### config.mk
export PLATFORM = sky130hd
export DESIGN_NAME = escape_sequence_segmenter
export DESIGN_NICKNAME = d
export VERILOG_FILES = /design/src/rtl/esc_seg_pkg.sv /design/src/rtl/esc_seg_ram.sv /design/src/rtl/esc_seg_datapath.sv /design/src/rtl/esc_seg_controller.sv /design/src/rtl/escape_sequence_segmenter.sv
export VERILOG_INCLUDE_DIRS = /design/src /design/src/rtl
export SDC_FILE = /design/constraint.sdc
export NUM_CORES = 1
export LEC_CHECK = 0
export BUFFER_PORTS_ARGS = -buffer_cell sky130_fd_sc_hd__clkbuf_2
export CORE_ASPECT_RATIO = 0.8
export CORE_UTILIZATION = 30
export DETAILED_ROUTE_END_ITERATION = 10
export MAX_ROUTING_LAYER = met4
export PLACE_DENSITY_LB_ADDON = 0.2
export SYNTH_ARGS = -nofsm -noshare
export SYNTH_HDL_FRONTEND = slang
export SYNTH_SLANG_ARGS = --single-unit
### constraint.sdc
create_clock -name clock -period 5.8 [get_ports clock]
set_clock_uncertainty 0.15 [all_clocks]
set_input_delay 1.16 -clock clock [delete_from_list [all_inputs] [get_ports clock]]
set_output_delay 1.16 -clock clock [all_outputs]
set_load 0.005 [all_outputs]
### src/rtl/assert_macros.svh
// Assertion macros shared by the escape sequence segmenter modules.
// Each macro expects signals named clock and reset in the module that uses it.
`ifndef ASSERT_MACROS_SVH
`define ASSERT_MACROS_SVH

// Same-cycle implication, disabled during reset.
`define ASSERT_NOW(label, ante, cons) \
   label: assert property (@(posedge clock) disable iff (reset) (ante) |-> (cons)) \
      else $error("assertion failed");

// Next-cycle implication, disabled during reset.
`define ASSERT_NEXT(label, ante, cons) \
   label: assert property (@(posedge clock) disable iff (reset) (ante) |=> (cons)) \
      else $error("assertion failed");

`endif

### src/rtl/esc_seg_pkg.sv
// Types and byte constants shared by the escape sequence segmenter modules.
// No dependencies.
package esc_seg_pkg;

   typedef enum logic [1:0] {
      KIND_PLAIN    = 2'd0,
      KIND_SEQ      = 2'd1,
      KIND_UNKNOWN  = 2'd2,
      KIND_OVERFLOW = 2'd3
   } kind_type;

   localparam logic [7:0] ESC_BYTE       = 8'h1B;
   localparam logic [7:0] BEL_BYTE       = 8'h07;
   localparam logic [7:0] CSI_FINAL_LOW  = 8'h40;
   localparam logic [7:0] CSI_FINAL_HIGH = 8'h7E;
   localparam logic [7:0] CSI_OPEN       = 8'h5B;
   localparam logic [7:0] OSC_OPEN       = 8'h5D;
   localparam logic [7:0] BACKSLASH      = 8'h5C;

   typedef struct packed {
      logic is_esc;
      logic is_csi_open;
      logic is_osc_open;
      logic is_one_more;
      logic is_two_byte;
      logic is_csi_final;
      logic is_bel;
      logic osc_st;
      logic full_next;
      logic flush_last;
      logic out_free;
   } status_type;

   typedef struct packed {
      logic     start;
      logic     push;
      logic     emit_plain;
      logic     emit_flush;
      logic     rd_clear;
      logic     next_rd;
      logic     end_flush;
      kind_type kind;
   } cmd_type;

endpackage

### src/rtl/esc_seg_ram.sv
// Generic single-write, single-read RAM with a registered read port.
// No dependencies.
module esc_seg_ram #(
   parameter int WIDTH = 8,
   parameter int DEPTH = 64
) (
   input  logic                     clock,
   input  logic                     wr_en,
   input  logic [$clog2(DEPTH)-1:0] wr_addr,
   input  logic [WIDTH-1:0]         wr_data,
   input  logic [$clog2(DEPTH)-1:0] rd_addr,
   output logic [WIDTH-1:0]         rd_data
);

   logic [WIDTH-1:0] mem [DEPTH];
   logic [WIDTH-1:0] rd_data_ff;

   always_ff @(posedge clock) begin
      if (wr_en) begin
         mem[wr_addr] <= wr_data;
      end
      rd_data_ff <= mem[rd_addr];
   end

   assign rd_data = rd_data_ff;

endmodule

### src/rtl/esc_seg_datapath.sv
// Datapath of the escape sequence segmenter: buffer RAM, fill count, read pointer,
// byte classification and the output register. Uses esc_seg_pkg and esc_seg_ram.
`include "assert_macros.svh"
module esc_seg_datapath
   import esc_seg_pkg::*;
#(
   parameter int SEQ_DEPTH = 64
) (
   input  logic       clock,
   input  logic       reset,
   input  logic [7:0] req_tdata,
   input  cmd_type    cmd,
   output status_type status,
   output logic       rsp_tvalid,
   input  logic       rsp_tready,
   output logic [7:0] rsp_tdata,
   output logic [1:0] rsp_tuser,
   output logic       rsp_tlast
);

   localparam int CW = $clog2(SEQ_DEPTH + 1);
   localparam int AW = $clog2(SEQ_DEPTH);

   logic [CW-1:0] count_ff, count_in;
   logic [AW-1:0] rd_ptr_ff, rd_ptr_in;
   logic          prev_esc_ff, prev_esc_in;
   kind_type      kind_ff, kind_in;
   logic          out_valid_ff, out_valid_in;
   logic [7:0]    out_byte_ff, out_byte_in;
   kind_type      out_kind_ff, out_kind_in;
   logic          out_last_ff, out_last_in;
   logic [7:0]    rd_data;
   logic [AW-1:0] wr_addr;
   logic          wr_en;

   assign wr_en   = cmd.start || cmd.push;
   assign wr_addr = cmd.start ? '0 : count_ff[AW-1:0];

   esc_seg_ram #(.WIDTH(8), .DEPTH(SEQ_DEPTH)) u_ram (
      .clock   (clock),
      .wr_en   (wr_en),
      .wr_addr (wr_addr),
      .wr_data (req_tdata),
      .rd_addr (rd_ptr_ff),
      .rd_data (rd_data)
   );

   always_comb begin
      status.is_esc       = (req_tdata == ESC_BYTE);
      status.is_csi_open  = (req_tdata == CSI_OPEN);
      status.is_osc_open  = (req_tdata == OSC_OPEN);
      status.is_one_more  = (req_tdata == 8'h20) || (req_tdata == 8'h28) ||
                            (req_tdata == 8'h29) || (req_tdata == 8'h2A) ||
                            (req_tdata == 8'h2B) || (req_tdata == 8'h23) ||
                            (req_tdata == 8'h25);
      status.is_two_byte  = ((req_tdata >= 8'h30) && (req_tdata <= 8'h39)) ||
                            (req_tdata == 8'h44) || (req_tdata == 8'h45) ||
                            (req_tdata == 8'h48) || (req_tdata == 8'h4D) ||
                            (req_tdata == 8'h4E) || (req_tdata == 8'h63) ||
                            (req_tdata == 8'h6C) || (req_tdata == 8'h6D) ||
                            (req_tdata == 8'h6E) || (req_tdata == 8'h72) ||
                            (req_tdata == 8'h74) || (req_tdata == 8'h3D) ||
                            (req_tdata == 8'h3E) || (req_tdata == 8'h3C);
      status.is_csi_final = (req_tdata >= CSI_FINAL_LOW) && (req_tdata <= CSI_FINAL_HIGH);
      status.is_bel       = (req_tdata == BEL_BYTE);
      status.osc_st       = prev_esc_ff && (count_ff >= CW'(2)) && (req_tdata == BACKSLASH);
      status.full_next    = ((count_ff + CW'(1)) == CW'(SEQ_DEPTH));
      status.flush_last   = ((CW'(rd_ptr_ff) + CW'(1)) == count_ff);
      status.out_free     = !out_valid_ff || rsp_tready;
   end

   always_comb begin
      count_in     = count_ff;
      rd_ptr_in    = rd_ptr_ff;
      prev_esc_in  = prev_esc_ff;
      kind_in      = kind_ff;
      out_valid_in = out_valid_ff && !rsp_tready;
      out_byte_in  = out_byte_ff;
      out_kind_in  = out_kind_ff;
      out_last_in  = out_last_ff;
      if (cmd.start) begin
         count_in    = CW'(1);
         prev_esc_in = status.is_esc;
      end
      if (cmd.push) begin
         count_in    = count_ff + CW'(1);
         prev_esc_in = status.is_esc;
      end
      if (cmd.rd_clear) begin
         rd_ptr_in = '0;
         kind_in   = cmd.kind;
      end
      if (cmd.next_rd) begin
         rd_ptr_in = rd_ptr_ff + AW'(1);
      end
      if (cmd.end_flush) begin
         count_in = '0;
      end
      if (cmd.emit_plain) begin
         out_valid_in = 1'b1;
         out_byte_in  = req_tdata;
         out_kind_in  = KIND_PLAIN;
         out_last_in  = 1'b1;
      end
      if (cmd.emit_flush) begin
         out_valid_in = 1'b1;
         out_byte_in  = rd_data;
         out_kind_in  = kind_ff;
         out_last_in  = status.flush_last;
      end
   end

   always_ff @(posedge clock) begin
      if (reset) begin
         count_ff     <= '0;
         rd_ptr_ff    <= '0;
         prev_esc_ff  <= 1'b0;
         out_valid_ff <= 1'b0;
      end else begin
         count_ff     <= count_in;
         rd_ptr_ff    <= rd_ptr_in;
         prev_esc_ff  <= prev_esc_in;
         out_valid_ff <= out_valid_in;
      end
      kind_ff     <= kind_in;
      out_byte_ff <= out_byte_in;
      out_kind_ff <= out_kind_in;
      out_last_ff <= out_last_in;
   end

   assign rsp_tvalid = out_valid_ff;
   assign rsp_tdata  = out_byte_ff;
   assign rsp_tuser  = out_kind_ff;
   assign rsp_tlast  = out_last_ff;

   `ASSERT_NOW(a_count_range, 1'b1, count_ff <= CW'(SEQ_DEPTH))
   `ASSERT_NOW(a_no_overwrite, cmd.emit_plain || cmd.emit_flush, !out_valid_ff || rsp_tready)
   `ASSERT_NOW(a_one_source, 1'b1, !(cmd.emit_plain && cmd.emit_flush))
   `ASSERT_NEXT(a_flush_clears, cmd.end_flush, count_ff == '0)

endmodule

### src/rtl/esc_seg_controller.sv
// Controller state machine of the escape sequence segmenter: parse modes and
// the buffer release sequence. Uses esc_seg_pkg.
module esc_seg_controller
   import esc_seg_pkg::*;
(
   input  logic       clock,
   input  logic       reset,
   input  logic       req_tvalid,
   output logic       req_tready,
   input  status_type status,
   output cmd_type    cmd
);

   typedef enum logic [6:0] {
      ST_NORMAL   = 7'b0000001,
      ST_ESC      = 7'b0000010,
      ST_CSI      = 7'b0000100,
      ST_OSC      = 7'b0001000,
      ST_ONE_MORE = 7'b0010000,
      ST_READ     = 7'b0100000,
      ST_LOAD     = 7'b1000000
   } state_type;

   state_type state_ff, state_in;
   logic      accepting;
   logic      fire;
   logic      done;
   kind_type  done_kind;
   state_type open_state;

   assign accepting  = (state_ff == ST_NORMAL) || (state_ff == ST_ESC) ||
                       (state_ff == ST_CSI) || (state_ff == ST_OSC) ||
                       (state_ff == ST_ONE_MORE);
   assign req_tready = accepting && status.out_free;
   assign fire       = req_tvalid && req_tready;

   always_comb begin
      done       = 1'b0;
      done_kind  = KIND_SEQ;
      open_state = state_ff;
      unique case (state_ff)
         ST_ESC: begin
            priority if (status.is_esc) begin
               done      = 1'b1;
               done_kind = KIND_UNKNOWN;
            end else if (status.is_csi_open) begin
               open_state = ST_CSI;
            end else if (status.is_osc_open) begin
               open_state = ST_OSC;
            end else if (status.is_one_more) begin
               open_state = ST_ONE_MORE;
            end else if (status.is_two_byte) begin
               done = 1'b1;
            end else begin
               done      = 1'b1;
               done_kind = KIND_UNKNOWN;
            end
         end
         ST_CSI:      done = status.is_csi_final;
         ST_OSC:      done = status.is_bel || status.osc_st;
         ST_ONE_MORE: done = 1'b1;
         default:     done = 1'b0;
      endcase
   end

   always_comb begin
      state_in = state_ff;
      cmd      = '0;
      cmd.kind = KIND_SEQ;
      unique case (state_ff)
         ST_NORMAL: begin
            if (fire) begin
               if (status.is_esc) begin
                  cmd.start = 1'b1;
                  state_in  = ST_ESC;
               end else begin
                  cmd.emit_plain = 1'b1;
               end
            end
         end
         ST_ESC, ST_CSI, ST_OSC, ST_ONE_MORE: begin
            if (fire) begin
               cmd.push = 1'b1;
               priority if (done) begin
                  cmd.rd_clear = 1'b1;
                  cmd.kind     = done_kind;
                  state_in     = ST_READ;
               end else if (status.full_next) begin
                  cmd.rd_clear = 1'b1;
                  cmd.kind     = KIND_OVERFLOW;
                  state_in     = ST_READ;
               end else begin
                  state_in = open_state;
               end
            end
         end
         ST_READ: state_in = ST_LOAD;
         ST_LOAD: begin
            if (status.out_free) begin
               cmd.emit_flush = 1'b1;
               if (status.flush_last) begin
                  cmd.end_flush = 1'b1;
                  state_in      = ST_NORMAL;
               end else begin
                  cmd.next_rd = 1'b1;
                  state_in    = ST_READ;
               end
            end
         end
         default: state_in = ST_NORMAL;
      endcase
   end

   always_ff @(posedge clock) begin
      if (reset) begin
         state_ff <= ST_NORMAL;
      end else begin
         state_ff <= state_in;
      end
   end

endmodule

### src/rtl/escape_sequence_segmenter.sv
// Escape sequence segmenter: groups terminal escape sequences and releases each one whole.
// Top level; instantiates esc_seg_controller and esc_seg_datapath, uses esc_seg_pkg.
//
// The req channel takes one terminal byte per transfer in req_tdata. The rsp channel
// gives one released byte per transfer: rsp_tdata holds the byte, rsp_tuser the run
// kind (plain, sequence, unknown escape, overflow) and rsp_tlast marks the last byte.
// A plain byte outside a sequence appears on rsp in the cycle after its transfer.
// An ESC and the bytes after it are buffered in a RAM of SEQ_DEPTH bytes and
// produce no output until the sequence ends, turns out unknown, or fills the buffer.
// The buffer is then released byte by byte, each byte going through the registered RAM
// read followed by the load of the output register; no input is taken meanwhile.
// Buffered bytes are taken as they arrive, plain bytes at one byte a cycle unless rsp stalls.
// A single output register sits between the channels: a new byte is taken while a
// result waits only if that result is taken in the same cycle. When the receiver stalls,
// the output holds and the block waits. Reset is synchronous and returns the block to
// normal mode with an empty buffer and no pending output.
module escape_sequence_segmenter
   import esc_seg_pkg::*;
#(
   parameter int SEQ_DEPTH = 64
) (
   input  logic       clock,
   input  logic       reset,
   input  logic       req_tvalid,
   output logic       req_tready,
   input  logic [7:0] req_tdata,   // [7:0] byte_in
   output logic       rsp_tvalid,
   input  logic       rsp_tready,
   output logic [7:0] rsp_tdata,   // [7:0] byte_out
   output logic [1:0] rsp_tuser,   // [1:0] run_kind
   output logic       rsp_tlast
);

   status_type status;
   cmd_type    cmd;

   esc_seg_controller u_controller (
      .clock      (clock),
      .reset      (reset),
      .req_tvalid (req_tvalid),
      .req_tready (req_tready),
      .status     (status),
      .cmd        (cmd)
   );

   esc_seg_datapath #(.SEQ_DEPTH(SEQ_DEPTH)) u_datapath (
      .clock      (clock),
      .reset      (reset),
      .req_tdata  (req_tdata),
      .cmd        (cmd),
      .status     (status),
      .rsp_tvalid (rsp_tvalid),
      .rsp_tready (rsp_tready),
      .rsp_tdata  (rsp_tdata),
      .rsp_tuser  (rsp_tuser),
      .rsp_tlast  (rsp_tlast)
   );

endmodule
Yosys cells after proc, flatten, opt, wreduce, memory -nomap -nowiden
Memory sizes are Yosys's and may differ from the RTL's. A register that Yosys moved wholly into a read port is not among the register bits.
Index checks and enable logic that the tools add are counted.
W data, S select, Z words.
- memories: 1
- memory bits (writable): 512
- bits in registers: 35
- memory list (memory ; words ; bits a word ; read ports ; clocked after memory_dff ; wr ports ; RTL line ; source):
    u_datapath.u_ram.mem ; 64 ; 8 ; 1 ; 1 ; 1 ; esc_seg_ram.sv:15 ; logic [WIDTH-1:0] mem [DEPTH];
- equal/unequal tests: 42
- mux-type cells: 61
- $lt $le $gt $ge: 5
- add/subtract/negate cells: 3
- reductions and logical operators: 43
- operators with widths (cell ; number):
    $eq A8 B7 Y1 const B ; 14
    $mux W7 ; 13
    $eq A8 B6 Y1 const B ; 10
    $mux W1 ; 28
    $pmux W7 S4 ; 1
    $logic_or A1 B1 Y1 ; 27
    $mux W2 ; 12
    $mux W6 ; 4
    $mux W8 ; 2
    $eq A7 B7 Y1 const B ; 2
    $eq A8 B3 Y1 const B ; 1
    $eq A8 B5 Y1 const B ; 1
    $ge A8 B6 Y1 const B ; 1
    $ge A8 B7 Y1 const B ; 1
    $le A8 B6 Y1 const B ; 1
    $le A8 B7 Y1 const B ; 1
    $add A6 B1 Y7 const B ; 1
    $add A7 B1 Y7 const B ; 1
    $eq A7 B1 Y1 const B ; 1
    $eq A7 B2 Y1 const B ; 1
    $eq A7 B3 Y1 const B ; 1
    $eq A7 B4 Y1 const B ; 1
    $eq A7 B5 Y1 const B ; 1
    $eq A7 B6 Y1 const B ; 1
    16 further kinds ; 27

Longest topological paths before layout
Gate-level depths: netlist of the first run.
- depth after elaboration: 23
- gate-level depth with buffers: 11

By module
Synthesis of the first run repeated with hierarchy kept, for this count alone.
- cells, all modules: 1228
- area total of the unflattened synthesis: 22586.7 sq um
- by module, submodules not included (module ; area an instance (sq um) ; cells an instance ; seq. area each (sq um) ; times used):
    esc_seg_ram ; 20166.8 ; 940 ; 15534.9 ; 1
    esc_seg_datapath ; 1712.9 ; 196 ; 690.7 ; 1
    esc_seg_controller ; 706.9 ; 92 ; 140.1 ; 1

Worst setup path before layout of the first run
No wires, ideal clock.
- path kind: input to register
- from: in rsp_tready
- to: mem u_datapath.u_ram.mem[62][0], enable pin
- required time: 5.255 ns
- cell stages on the path: 6
- slack: 2.213 ns
- buffers on the path: 1
- library setup time: 0.395 ns
- arrival: 3.042 ns
- cell sequence: nand2b_1 -> and2_1 -> nand3_1 -> clkbuf_1 -> nand4_1 -> nor4_1
- word-level cells in the longest chain between the ends: 8
- elaborated cells between the ends (all ways): 11
- classes of those cells: mux: 7; reduce/logical: 4
- ends and longest elaborated chain (what ; RTL line ; source):
    start: declaration ; escape_sequence_segmenter.sv:28 ; input logic rsp_tready,
    $logic_or A1 B1 Y1 (*) ; esc_seg_datapath.sv:69 ; status.out_free = !out_valid_ff || rsp_tready;
    $logic_and A1 B1 Y1 (*) ; esc_seg_controller.sv:34 ; assign req_tready = accepting && status.out_free;
    $logic_and A1 B1 Y1 (*) ; esc_seg_controller.sv:35 ; assign fire = req_tvalid && req_tready;
    $mux W1, on equally long branches ; esc_seg_controller.sv:72, esc_seg_controller.sv:82 ;
    $mux W1 ; esc_seg_controller.sv:70 ; unique case (state_ff)
    $logic_or A1 B1 Y1 ; esc_seg_datapath.sv:36 ; assign wr_en = cmd.start || cmd.push;
    $mux W1 ; esc_seg_ram.sv:19 ; if (wr_en) begin
    $mux W1 (implied by the code) ; esc_seg_ram.sv:20 ; mem[wr_addr] <= wr_data;
    end: declaration ; esc_seg_ram.sv:15 ;
Every way passes the cells marked *; elsewhere a longest branch is shown, timed or not.

Worst setup path in the final report of the first run
- from: in req_tdata[4]
- to: mem u_datapath.u_ram.mem[58][3], enable pin
- word-level cells in the longest chain between the ends: 7
- elaborated cells between the ends (all ways): 8
- classes of those cells: eq/ne: 1; mux: 6; reduce/logical: 1
- ends and longest elaborated chain (what ; RTL line ; source):
    start: declaration ; escape_sequence_segmenter.sv:26 ; input logic [7:0] req_tdata,
    $eq A8 B5 Y1 (*) ; esc_seg_datapath.sv:49 ; status.is_esc = (req_tdata == ESC_BYTE);
    $mux W1 (*) ; esc_seg_controller.sv:73 ; if (status.is_esc) begin
    $mux W1 (*) ; esc_seg_controller.sv:72 ; if (fire) begin
    $mux W1 (*) ; esc_seg_controller.sv:70 ;
    $logic_or A1 B1 Y1 ; esc_seg_datapath.sv:36 ;
    $mux W1 ; esc_seg_ram.sv:19 ;
    $mux W1 (implied by the code) ; esc_seg_ram.sv:20 ;
Marked as above.

==> impl_metrics.json, run 1 <==
{
  "synth_fp_nets": 1122,
  "maxCapViolations": 0,
  "path_cells": "clkbuf_2 -> nand2_1 -> nor4_1 -> nand3_1 -> nand2_1 -> nand3_1 -> nor2_1",
  "setup-tns-final_ns": 0,
  "power_frac_clock_pct": 43.4,
  "required_ns": 5.90,
  "clock_sinks": 555,
  "crit_family": "simple AND/OR/NAND/NOR gates",
  "p_leak_nw": 7.47,
  "power_frac_comb_pct": 3.5,
  "tightest_slew_ns": 1.28,
  "slew_violations": 0,
  "hold_path.class": "flop to flop",
  "whs_path_depth": 2,
  "ant_nets": 0,
  "via_per_inst": 4.93,
  "crit_type": "input port to flop",
  "start_kind": "input port",
  "violations": "DRC",
  "overflow": 0,
  "worstSkewPairLatency_ns": 0.62,
  "yosysSeqAreaShare_pct": 73.2,
  "final_common_cell": "edfxtp_1",
  "cp_max_fo": 32,
  "syn_avg_cell_area_um2": 20.2,
  "synth_edf_count": 525,
  "post-cts-setup-buffers": 0,
  "slew_headroom_pct": 14.1,
  "cts_buffers": 58,
  "fin_crit_ns": 4.32,
  "crit_arrival_ns": 4.42,
  "rsz0062_at_grt": "no",
  "postCtsResizedCells": 0,
  "power_density_nw_per_um2": 327,
  "place_congestion": 0.812,
  "die_area_um2": 75600,
  "cts_tree": "yes",
  "cts_hold_buf": 0,
  "drt_wl_total_um": 54900,
  "ys_ff_latch": 555,
  "io_buffers": 24,
  "seqPwrFrac_pct": 53.1,
  "coreArea_um2": 73700,
  "htreeDepth": 2,
  "fin_crit_sh_pct": 74.5,
  "netlist_area_um2": 22400,
  "gr-usage-met3_pct": 2.17,
  "critPathSlowestCell": "nor2_1",
  "p_int_mw": 6.58,
  "synthArstFlopShare_pct": 0,
  "fp-row-count": 89,
  "drive_gt1_share_pct": 27.3,
  "p_switching_mw": 1.77,
  "antenna_found_initial": 4,
  "clockBufferDepth": 3,
  "wire_per_inst_um": 24.9,
  "global_route.usage.met2_pct": 22.8,
  "synthCells": 1107,
  "path_clk_slew_ns": 0.06,
  "grt_max_degree": 76,
  "drtIter0Drc": 835,
  "max_freq_mhz": 231,
  "vias": 10900,
  "cpPeakStageDelay_ns": 0.72,
  "grt_pass1_vias": 11200,
  "ir_drop_mv": 0.230,
  "root_buffer": "clkbuf_16",
  "dp_hpwl_um": 34000,
  "grt_pass1_wl_um": 80900,
  "drc": 4,
  "ys_warn_count": 0,
  "start_util_pct": 30.3,
  "synthFlopType": "edfxtp_1",
  "cp_num_cells": 7,
  "die_w_um": 307,
  "nNetsFinal": 1170,
  "setup_viol": 0,
  "p_sw_share_pct": 21.2,
  "rr_worst_depth": 4,
  "grtUsageMet1_pct": 22.0,
  "critical_path_buf_inv_count": 1,
  "hold_violations": 0,
  "status": "finished with violations",
  "dr.pass1.iters": 8,
  "p_total_mw": 8.34,
  "end_kind": "flop",
  "pin_count": 25,
  "mostFrequentLayoutCells": "edfxtp_1, mux4_2, nor2_1",
  "busiest_layer": "met2",
  "die_h_um": 246,
  "ys_types": 68,
  "grt_use_total_pct": 15.2,
  "syn_to_final_growth_pct": 14.1
}
## power by group through the flow
stage / logic, mW / clock network (mW) / registers, mW
floorplan: 0.158 / 0 / 4.51
detailed placement: 0.297 / 0 / 4.52
global route: 0.323 / 3.87 / 4.43
CTS: 0.298 / 3.72 / 4.43
global placement: 0.295 / 0 / 4.52
finish: 0.291 / 3.62 / 4.43
## final cells by class
cell class / instances / area [um2]
fillers: 7009 / 48200
flip-flops and latches: 555 / 16400
multi-input cells: 482 / 5640
clock buffers: 79 / 1610
well taps: 1001 / 1250
repair buffers: 49 / 345
clock inverters: 29 / 236
inverters: 9 / 33.8
diodes: 1 / 2.50
## cells in the mapped netlist (3+ instances only)
cell,instances,area share [%]
nand2_1,22,0.37
dfxtp_1,30,2.7
clkbuf_1,29,0.49
nor4_1,4,0.11
and3_1,5,0.14
nor3_1,13,0.29
or3b_1,3,0.12
o22ai_1,3,0.084
and2_1,4,0.11
buf_6,5,0.25
nand4_1,6,0.17
buf_1,4,0.067
xnor2_1,6,0.24
mux4_2,168,17
a31oi_1,3,0.084
buf_4,7,0.24
a21oi_1,20,0.45
nand3_1,17,0.38
a211oi_1,6,0.20
o21ai_0,11,0.25
o21ai_1,5,0.11
nand2b_1,4,0.11
a311oi_1,3,0.12
and4_1,3,0.12
nor2b_1,6,0.17
nand3b_1,9,0.30
or2_1,3,0.084
ha_1,3,0.17
inv_1,8,0.13
buf_2,15,0.34
or3_1,5,0.14
edfxtp_1,525,71
mux2_2,8,0.40
nor2_1,98,1.6
## worst reg2reg max path: cells and delay by family (launching register included)
kind     cells  cell delay, ns
buf+inv      1            0.51
flops        1            1.03
mux          3            1.73
## worst paths after layout
path | from | endpoint | slack, ns
worst max register to register | u_datapath.rd_ptr_ff[0]$_SDFFE_PP0P_ | u_datapath.u_ram.rd_data[5]$_DFF_P_ | 2.24
worst min register to register | u_datapath.prev_esc_ff$_SDFFE_PP0P_ | u_datapath.prev_esc_ff$_SDFFE_PP0P_ | 0.37
worst min-delay path | u_datapath.prev_esc_ff$_SDFFE_PP0P_ | u_datapath.prev_esc_ff$_SDFFE_PP0P_ | 0.37
worst max-delay path | req_tdata[4] | u_datapath.u_ram.mem[58][3]$_DFFE_PP_ | 1.48
## registers in the layout (all words and copies together), names as in the netlist
| name | cells |
|---|---|
| u_datapath.rsp_tdata | 8 |
| u_datapath.rd_ptr_ff | 6 |
| u_datapath.rsp_tvalid | 1 |
| u_datapath.prev_esc_ff | 1 |
| u_datapath.count_ff | 7 |
| u_datapath.rsp_tuser | 2 |
| u_datapath.u_ram.rd_data | 8 |
| u_datapath.rsp_tlast | 1 |
| u_datapath.u_ram.mem | 512 |
| u_controller.state_ff | 7 |
| u_datapath.kind_ff | 2 |
## cells by family after synthesis
logic type	count (synthesis)	synth area share, %
AOI/OAI and AO/OA	69	2.09
xor gates and xnor gates	7	0.274
adders and majority gates	3	0.168
buffers and inverters	70	1.59
DFF	555	73.2
muxes	178	17.4
and+or+nand+nor	225	5.26
## metrics by stage
step / hold WS (ns) / utilization [%] / setup WS (ns) / cell area [um2] / instances
final: 0.373 / 34.6 / 1.48 / 25500 / 2205
after global routing: 0.401 / 34.6 / 1.15 / 25500 / 2204
after CTS: 0.360 / 34.6 / 1.47 / 25500 / 2204
after detailed placement: 0.340 / 32.1 / 0.825 / 23600 / 2096
after global placement: 0.345 / 32.1 / 0.889 / 23600 / 2096
after floorplan: 0.297 / - / 2.21 / 22400 / 1107
## per-layer routing
layer | wire length, um | vias to the layer above
met1 | 26000 | 5817
met3 | 2470 | 76
met2 | 25500 | 279
met5 | 0 | -
li1 | - | 4703
met4 | 932 | 0
(Power assumes the default switching activity.)
==> run 2: changes to the inputs <==
Clock period 5.8 ns to 3.89 ns, I/O delays scaled along.
==> run 2 against run 1 <==
Effect of this change: the flow now finishes without violations; total power increased by 46%; clock-buffer cell count decreased by 11; sequential power increased by 49%; global-route usage about the same; first-iteration DRC count increased by 6.8%; core utilization increased by 0.43 points; design area increased by 1.3%; via count increased by 2.2%; sequential share of layout area decreased by 0.80 points.
==> impl_metrics.json, run 2 (same netlist as run 1, synthesis figures left out) <==
{
  "wire_per_inst_um": 24.4,
  "drt_wl_total_um": 55100,
  "die_w_um": 307,
  "via_per_inst": 4.93,
  "cp_max_fo": 12,
  "slew_violations": 0,
  "numPlacedInstances": 2155,
  "root_buffer": "clkbuf_16",
  "worstSkewPairLatency_ns": 0.60,
  "setup_viol": 0,
  "rr_startpoint": "u_controller.state_ff[3]$_SDFFE_PP0P_",
  "grt_pass1_vias": 11400,
  "io_buffers": 24,
  "post-cts-setup-buffers": 0,
  "pin_count": 25,
  "drtIter0Drc": 892,
  "crit_family": "simple AND/OR/NAND/NOR gates",
  "crit_arrival_ns": 3.50,
  "path_clk_slew_ns": 0.06,
  "vias": 11100,
  "status": "finished, final reports clean",
  "layout_setup_ws_ns": 0.450,
  "cpPeakStageDelay_ns": 0.83,
  "fin_crit_ns": 3.44,
  "critical_path_buf_inv_count": 0,
  "postCtsResizedCells": 0,
  "clockBufferDepth": 3,
  "ant_nets": 0,
  "fp-row-count": 89,
  "ir_drop_mv": 0.290,
  "place_congestion": 0.832,
  "rsz0062_at_grt": "no",
  "drc": 0,
  "cts_tree": "yes",
  "final_common_cell": "edfxtp_1",
  "cts_hold_buf": 0,
  "max_freq_mhz": 291,
  "dr.pass1.iters": 9,
  "end_kind": "flop",
  "grt_max_degree": 77,
  "crit_type": "flop to flop",
  "tightest_slew_ns": 0.939,
  "syn_to_final_growth_pct": 15.5,
  "preCtsSetupSlack_ns": 0.101,
  "hold_path.class": "input port to flop",
  "required_ns": 3.95,
  "setup-tns-final_ns": 0,
  "min_from": "req_tvalid",
  "maxCapViolations": 0,
  "die_area_um2": 75600,
  "antenna_found_initial": 3,
  "fin_crit_sh_pct": 88.4,
  "top_register": "u_datapath.u_ram.mem",
  "grt_pass1_wl_um": 81800,
  "fin_area_um2": 25800,
  "holdWs_ns": 0.389,
  "overflow": 0,
  "cts_buffers": 56,
  "timing.critical_path.from": "u_controller.state_ff[3]$_SDFFE_PP0P_",
  "hold_violations": 0,
  "slew_headroom_pct": 37.2,
  "die_h_um": 246,
  "p_leak_nw": 7.70,
  "power_density_nw_per_um2": 472,
  "coreArea_um2": 73700,
  "start_kind": "flop",
  "final_cells": 2256,
  "start_util_pct": 30.3,
  "htreeDepth": 2,
  "dp_hpwl_um": 35800,
  "path_cells": "or4b_1 -> o221ai_1 -> and3_1 -> nand3_1 -> nor2_1",
  "largest_reg_flops": 512,
  "drive_gt1_share_pct": 30.3,
  "mostFrequentLayoutCells": "edfxtp_1, mux4_2, nor2_1",
  "grt_use_total_pct": 15.2,
  "critPathSlowestCell": "nor2_1",
  "clock_sinks": 555,
  "nNetsFinal": 1227,
  "dpl_cell_area_um2": 24100
}
-- run 2: worst paths after layout --
path	endpoint	slack [ns]	cells after the start
max	u_datapath.u_ram.mem[15][7]$_DFFE_PP_	0.45	5
min	u_datapath.rsp_tvalid$_SDFF_PP0_	0.39	3
max reg2reg	u_datapath.u_ram.mem[15][7]$_DFFE_PP_	0.45	5
min reg2reg	u_datapath.rsp_tdata[2]$_DFFE_PP_	0.39	1
-- run 2: area by class of cell --
cell class	instances	area, um2
Clock inverter	32	234
Fill cell	6911	47900
Tap cell	1001	1250
Timing Repair Buffer	108	813
Multi-Input combinational cell	482	5640
Antenna cell	1	2.50
Clock buffer	68	1470
Sequential cell	555	16400
Inverter	9	33.8
-- run 2: through the flow --
stage | util [%] | total power, mW
2_1_floorplan | - | 6.96
3_3_place_gp | 32.7 | 7.19
3_5_place_dp | 32.7 | 7.20
4_1_cts | 35.0 | 12.3
5_1_grt | 35.0 | 12.6
6_report | 35.0 | 12.2
-- run 2: worst min-delay path, delay by kind of cell --
kind,cells,cell delay [ns]
AO/OA/AOI/OAI,2,0.22
buffers and inverters,1,0.10
-- run 2: where the power goes --
part / internal (mW) / leakage (nW) / switching [mW]
clock: 2.87 / 0.824 / 2.25
sequential: 6.58 / 4.97 / 0.0263
combinational: 0.142 / 1.90 / 0.319
total: 9.59 / 7.70 / 2.59
-- run 2: metal layers --
metal | GRT usage (%) | vias to the layer above | part of all wire (%)
li1 | - | 4809 | -
met1 | 22.8 | 5961 | 49
met2 | 22.0 | 275 | 45
met3 | 2.08 | 71 | 4.6
met4 | 3.19 | 0 | 1.5
met5 | - | - | 0
